<file path="config.mk">
export PLATFORM = sky130hd
export DESIGN_NAME = frs_ctrl
export DESIGN_NICKNAME = d
export VERILOG_FILES = /design/src/design/frs_pkg.sv /design/src/design/frs_ctrl.sv
export SDC_FILE = /design/constraint.sdc
export NUM_CORES = 1
export LEC_CHECK = 0
export BUFFER_PORTS_ARGS = -buffer_cell sky130_fd_sc_hd__clkbuf_2
export CAP_MARGIN = 10
export CORE_MARGIN = 3
export CORE_UTILIZATION = 52
export DETAILED_ROUTE_END_ITERATION = 16
export HOLD_SLACK_MARGIN = 0.08
export MAX_ROUTING_LAYER = met4
export PLACE_DENSITY = 0.79
export SYNTH_ARGS = -nofsm -noshare
export SYNTH_HDL_FRONTEND = slang
export SYNTH_SLANG_ARGS = --single-unit
export TNS_END_PERCENT = 5
</file>
<file path="constraint.sdc">
create_clock -name clk_i -period 5.7 [get_ports clk_i]
set_input_delay 0.285 -clock clk_i [delete_from_list [all_inputs] [get_ports clk_i]]
set_output_delay 0.285 -clock clk_i [all_outputs]
set_load 0.02 [all_outputs]
</file>
<file path="src/design/frs_pkg.sv">
package frs_pkg;

  localparam int unsigned IDX_W  = 10;
  localparam int unsigned VAL_W  = 64;
  localparam int unsigned SIZE_W = 11;

  localparam logic [SIZE_W-1:0] SIZE_RESET = 11'd1024;

  localparam logic OP_SET = 1'b0;
  localparam logic OP_SUM = 1'b1;

  typedef enum logic [2:0] {
    ST_CLEAR,
    ST_IDLE,
    ST_SET_DIFF,
    ST_SET_WALK,
    ST_SUM_WALK,
    ST_DONE
  } st_e;

  typedef struct packed {
    logic clearing;
    logic set_walk;
  } stat_t;

endpackage

</file>
<file path="src/design/frs_ctrl.sv">
module frs_ctrl
  import frs_pkg::*;
#(
  parameter int unsigned MAX_ENTRIES = 1024,
  parameter int unsigned AW          = 10
) (
  input  logic              clk_i,
  input  logic              rst_ni,
  input  logic [SIZE_W-1:0] size_i,
  input  logic              in_valid_i,
  output logic              in_stall_o,
  input  logic              operation_i,
  input  logic [IDX_W-1:0]  index_a_i,
  input  logic [IDX_W-1:0]  index_b_i,
  input  logic [VAL_W-1:0]  value_i,
  output logic              out_valid_o,
  input  logic              out_stall_i,
  output logic [VAL_W-1:0]  range_sum_o,
  output logic              range_error_o,
  output logic              tree_we_o,
  output logic [AW-1:0]     tree_waddr_o,
  output logic [VAL_W-1:0]  tree_wdata_o,
  output logic [AW-1:0]     tree_raddr_o,
  input  logic [VAL_W-1:0]  tree_rdata_i,
  output logic              plain_we_o,
  output logic [AW-1:0]     plain_waddr_o,
  output logic [VAL_W-1:0]  plain_wdata_o,
  output logic [AW-1:0]     plain_raddr_o,
  input  logic [VAL_W-1:0]  plain_rdata_i,
  output stat_t             stat_o
);

  localparam int unsigned WW = (AW + 1 > SIZE_W) ? AW + 1 : SIZE_W;
  localparam logic [WW-1:0] MaxW  = WW'(MAX_ENTRIES);
  localparam logic [WW-1:0] LastW = WW'(MAX_ENTRIES - 1);

  st_e              state_q, state_d;
  logic [WW-1:0]    ptr_q, ptr_d;
  logic [WW-1:0]    lo_q, lo_d;
  logic             phase_q, phase_d;
  logic             pend_q, pend_d;
  logic             pend_neg_q, pend_neg_d;
  logic             out_valid_q, out_valid_d;
  logic [VAL_W-1:0] acc_q, acc_d;
  logic [VAL_W-1:0] diff_q, diff_d;
  logic [VAL_W-1:0] val_q, val_d;
  logic             err_q, err_d;
  logic [VAL_W-1:0] out_sum_q, out_sum_d;
  logic             out_err_q, out_err_d;

  logic [WW-1:0]    size_w, eff_w, a_w, b_w;
  logic [WW-1:0]    ptr_dec, ptr_up, ptr_low;
  logic [VAL_W-1:0] acc_upd;
  logic             out_free;

  always_comb begin
    size_w   = WW'(size_i);
    eff_w    = (size_w > MaxW) ? MaxW : size_w;
    a_w      = WW'(index_a_i);
    b_w      = WW'(index_b_i);
    ptr_dec  = ptr_q - WW'(1);
    ptr_up   = ptr_q | (ptr_q + WW'(1));
    ptr_low  = ptr_q & ptr_dec;
    out_free = !out_valid_q || !out_stall_i;
    if (pend_q) begin
      acc_upd = pend_neg_q ? (acc_q - tree_rdata_i) : (acc_q + tree_rdata_i);
    end else begin
      acc_upd = acc_q;
    end
  end

  always_comb begin
    state_d       = state_q;
    ptr_d         = ptr_q;
    lo_d          = lo_q;
    phase_d       = phase_q;
    pend_d        = pend_q;
    pend_neg_d    = pend_neg_q;
    acc_d         = acc_q;
    diff_d        = diff_q;
    val_d         = val_q;
    err_d         = err_q;
    out_valid_d   = out_valid_q && out_stall_i;
    out_sum_d     = out_sum_q;
    out_err_d     = out_err_q;
    in_stall_o    = 1'b1;
    tree_we_o     = 1'b0;
    tree_waddr_o  = ptr_q[AW-1:0];
    tree_wdata_o  = tree_rdata_i + diff_q;
    tree_raddr_o  = ptr_q[AW-1:0];
    plain_we_o    = 1'b0;
    plain_waddr_o = ptr_q[AW-1:0];
    plain_wdata_o = val_q;
    plain_raddr_o = a_w[AW-1:0];

    unique case (state_q)
      ST_CLEAR: begin
        tree_we_o     = 1'b1;
        tree_wdata_o  = '0;
        plain_we_o    = 1'b1;
        plain_wdata_o = '0;
        if (ptr_q == LastW) begin
          ptr_d   = '0;
          state_d = ST_IDLE;
        end else begin
          ptr_d = ptr_q + WW'(1);
        end
      end
      ST_IDLE: begin
        in_stall_o = 1'b0;
        if (in_valid_i) begin
          if (operation_i == OP_SET) begin
            if (a_w < eff_w) begin
              ptr_d   = a_w;
              val_d   = value_i;
              state_d = ST_SET_DIFF;
            end
          end else if ((a_w > b_w) || (b_w >= eff_w)) begin
            acc_d   = '0;
            err_d   = 1'b1;
            state_d = ST_DONE;
          end else begin
            ptr_d   = b_w + WW'(1);
            lo_d    = a_w;
            phase_d = 1'b0;
            pend_d  = 1'b0;
            acc_d   = '0;
            err_d   = 1'b0;
            state_d = ST_SUM_WALK;
          end
        end
      end
      ST_SET_DIFF: begin
        diff_d     = val_q - plain_rdata_i;
        plain_we_o = 1'b1;
        state_d    = ST_SET_WALK;
      end
      ST_SET_WALK: begin
        tree_we_o = 1'b1;
        if (ptr_up < MaxW) begin
          tree_raddr_o = ptr_up[AW-1:0];
          ptr_d        = ptr_up;
        end else begin
          state_d = ST_IDLE;
        end
      end
      ST_SUM_WALK: begin
        acc_d        = acc_upd;
        tree_raddr_o = ptr_dec[AW-1:0];
        if (ptr_q != '0) begin
          pend_d     = 1'b1;
          pend_neg_d = phase_q;
          ptr_d      = ptr_low;
        end else begin
          pend_d = 1'b0;
          if (!phase_q) begin
            ptr_d   = lo_q;
            phase_d = 1'b1;
          end else begin
            state_d = ST_DONE;
          end
        end
      end
      ST_DONE: begin
        if (out_free) begin
          out_valid_d = 1'b1;
          out_sum_d   = acc_q;
          out_err_d   = err_q;
          state_d     = ST_IDLE;
        end
      end
      default: begin
        state_d = ST_IDLE;
      end
    endcase
  end

  always_ff @(posedge clk_i or negedge rst_ni) begin
    if (!rst_ni) begin
      state_q     <= ST_CLEAR;
      ptr_q       <= '0;
      phase_q     <= 1'b0;
      pend_q      <= 1'b0;
      pend_neg_q  <= 1'b0;
      out_valid_q <= 1'b0;
    end else begin
      state_q     <= state_d;
      ptr_q       <= ptr_d;
      phase_q     <= phase_d;
      pend_q      <= pend_d;
      pend_neg_q  <= pend_neg_d;
      out_valid_q <= out_valid_d;
    end
  end

  always_ff @(posedge clk_i) begin
    acc_q     <= acc_d;
    diff_q    <= diff_d;
    val_q     <= val_d;
    err_q     <= err_d;
    lo_q      <= lo_d;
    out_sum_q <= out_sum_d;
    out_err_q <= out_err_d;
  end

  assign out_valid_o     = out_valid_q;
  assign range_sum_o     = out_sum_q;
  assign range_error_o   = out_err_q;
  assign stat_o.clearing = (state_q == ST_CLEAR);
  assign stat_o.set_walk = (state_q == ST_SET_WALK);

endmodule

</file>
==> metrics.txt <==
status completed; Initial Util 0.530; setup TNS 0 ps; Worst setup EP type register; CP Launch Type input port; most used cell, CP nor2_1; CTS Buf Count 36; die height between 200 and 250 um; dpl ws 31.3 ps; port bufs about 470; Sw Ratio 0.475; highest clock rate 190 MHz; critical path arrival between 5000 and 6000 ps; syn avg cell area around 8.8 um2; total gr overflow 0; peak supply drop between 0.0003 and 0.0004 V; Hold Path Class input port to register; CTS clk-pin slew, worst paths 60 ps; Die Span X approximately 220 um; Internal roughly 7.2 mW; Synth Cell Area approximately 0.024 mm2; dpl hpwl 60.5 mm; largest cells by area after synthesis edfxtp_1 33%, ha_1 12%, xnor2_1 6.3%; TritonRoute pass-1 iters 5; boundary pin count 467; number of synthesized flops with an enable pin roughly 270; area added between synthesis and finish 18.7%; first-pass GRT wire length 120 mm; clock sink count 286; Seq/Total Area, Yosys 0.350; RePlAce Congestion roughly 0.97; first-iteration detailed-routing DRC count around 1800; area leader, netlist edfxtp_1; initial antenna violation count 7; Placed Cells roughly 3700; Slew Viols, Final 0; die area a little under 0.05 mm2; maxcap violations 0; via count between 20000 and 25000; post-synth top area share 0.331; clk_lat worst skew approximately 540 ps; total power 13.6 mW; fin crit share 0.923; CP Buf/Inv Count 3; largest net degree at the start of global routing 69; fraction of registers with async set/reset 0.0629; power share of the combinational group 0.603; FP Rows 78; Routed Antenna Nets 0; PwrDens roughly 470 mW/mm2; Post-synth top flop edfxtp_1; CP top delay family compound AO/OA/AOI/OAI gates; Seq pwr share 0.234; YS warnings 0; Setup Viol. Count Final 0; CP max-delay cell or4_4; Nets between 3000 and 4000; # DRC 0; H-tree Lvls 2; WS Path Type input port to register; Clock power frac 0.163; Root Driver clkbuf_16; Netlist cell types slightly below 80; final-report hold violation count 0; final WL 76.8 mm; Slew headroom 0.314; Finished Layout Cells slightly below 4000; WP data required 5960 ps; Tmin final about 5300 ps; Final WS setup 440 ps; Multi-input gate area roughly 0.015 mm2; Via density 5.91; register bit total from synthesis 286; Leakage 12.7 nW; register area 0.00850 mm2; Worst Path Max Fanout 6; Slew @ Worst Pin 1030 ps; unrepaired setup endpoints after global routing no; slowest stage delay, CP about 560 ps; worst path cell trace clkbuf_2, or4_4, nor4_1, nand3_1, nor2_1, buf_4, nand2_1, nor2_1, nor2_1, xnor2_1, ha_1, a21o_1, a21o_1, a221oi_1, nor3_1, a211o_1, o31ai_1, buf_4, o31ai_1, a221oi_1, o21ai_0, xnor2_1, nor2_1; CTS tree built; vias in the first global route 21900; Mapped Nets ~3200; clk buf depth 3; number of fill cells slightly below 4000; skew final between 15 and 20 ps; Cells after Synth 2763; GRT Total Usage 0.309; core area between 0.04 and 0.05 mm2; Sw Pwr between 6 and 7 mW; WL/cell approximately 20 um; share of cells above drive strength 1 0.174
-- synthesized netlist by cell type, drive strengths merged (8+ instances only) --
| cell | number |
|---|---|
| and2 | 78 |
| dfrtp | 18 |
| a2111oi | 8 |
| nor2 | 290 |
| a221oi | 9 |
| o211ai | 15 |
| nand2b | 41 |
| nor3 | 52 |
| buf | 38 |
| o221ai | 10 |
| nand4 | 61 |
| nand3 | 42 |
| a21oi | 295 |
| mux2i | 9 |
| nand2 | 203 |
| o21bai | 39 |
| xor2 | 71 |
| a31oi | 28 |
| inv | 163 |
| and3 | 23 |
| o31ai | 19 |
| o21a | 18 |
| a211o | 9 |
| clkbuf | 97 |
| a21o | 116 |
| o21ai | 145 |
| nor2b | 31 |
| xnor2 | 175 |
| nor4 | 24 |
| edfxtp | 268 |
| ha | 240 |
| a211oi | 17 |
| or3 | 15 |
-- worst paths after layout --
kind,from,endpoint,slack (ps),cells after the start
hold / removal,plain_rdata_i[0],diff_q[0],150,3
setup reg to reg,pend_neg_q,acc_q[63],800,16
min in group asynchronous,rst_ni,state_q[2],260,2
setup / recovery,tree_rdata_i[9],acc_q[63],440,23
max in group asynchronous,rst_ni,pend_neg_q,5040,2
hold reg to reg,err_q,range_error_o,420,0
-- area by class of cell --
| type | count | share of cell area |
|---|---|---|
| diodes | 7 | 0.000608 |
| inverters | 165 | 0.0215 |
| multi-input cells | 2177 | 0.506 |
| flip-flops and latches | 286 | 0.295 |
| clock buffers | 42 | 0.0328 |
| repair buffers | 557 | 0.112 |
| clock inverters | 21 | 0.00656 |
| well taps | 600 | 0.0261 |
-- cell families (layout without fill, tap and decap cells) --
logic type | count (synthesis) | count (layout) | synth area share
xor gates and xnor gates | 246 | 246 | 0.0890
adders and majority gates | 243 | 243 | 0.126
and+or+nand+nor | 893 | 893 | 0.177
AOI/OAI and AO/OA | 785 | 785 | 0.202
DFF | 286 | 286 | 0.350
other | 0 | 7 | 0
muxes | 10 | 10 | 0.00417
buffers and inverters | 300 | 785 | 0.0513
-- state kept, by name (all words and copies together), names as in the netlist --
| register | cells |
|---|---|
| pend_neg_q | 1 |
| lo_q | 10 |
| range_error_o | 1 |
| err_q | 1 |
| range_sum_o | 64 |
| val_q | 64 |
| acc_q | 64 |
| ptr_q | 11 |
| diff_q | 64 |
| state_q | 3 |
| pend_q | 1 |
| out_valid_o | 1 |
| phase_q | 1 |
-- power by group through the flow --
stage          Combinational (mW)  Clock (mW)  Sequential (mW)
2_1_floorplan                5.80           0             3.21
3_3_place_gp                 7.96           0             3.22
3_5_place_dp                 8.02           0             3.23
4_1_cts                      8.12        2.26             3.19
5_1_grt                      8.94        2.36             3.24
6_report                     8.22        2.22             3.20
-- layout by cell type (no fill, tap or decap), types with 78 or more instances in the layout --
master / count
clkbuf_2: 466
a21oi_1: 294
nor2_1: 289
edfxtp_1: 268
ha_1: 240
nand2_1: 201
xnor2_1: 174
inv_1: 162
o21ai_0: 145
a21o_1: 116
and2_1: 78
-- per-layer routing --
metal  up-vias  share of wire  track usage  wire length, um
met2       898           0.48        0.503            36600
li1      10900              -            -                -
met4         0          0.028       0.0900             2160
met3       144          0.057       0.0355             4400
met5         -              0            -                0
met1     10800           0.44        0.410            33600
-- timing repair --
item	4_1_cts	5_1_grt
endpoints found under the hold margin	93	0
gates resized for setup	0	0
buffers inserted	0	0
hold buffers	76	0
-- worst min-delay path, stage by stage --
cell and delay, ps:
clkbuf_2 90, ha_1 120, inv_1 30
-- through the flow --
stage	util	hold slack [ps]	area, um2
6_report	0.629	146	28800
5_1_grt	0.629	146	28800
4_1_cts	0.629	119	28800
3_5_place_dp	0.587	283	26900
3_3_place_gp	0.587	286	26900
2_1_floorplan	-	-10.6	24300
(Power assumes the default switching activity.)
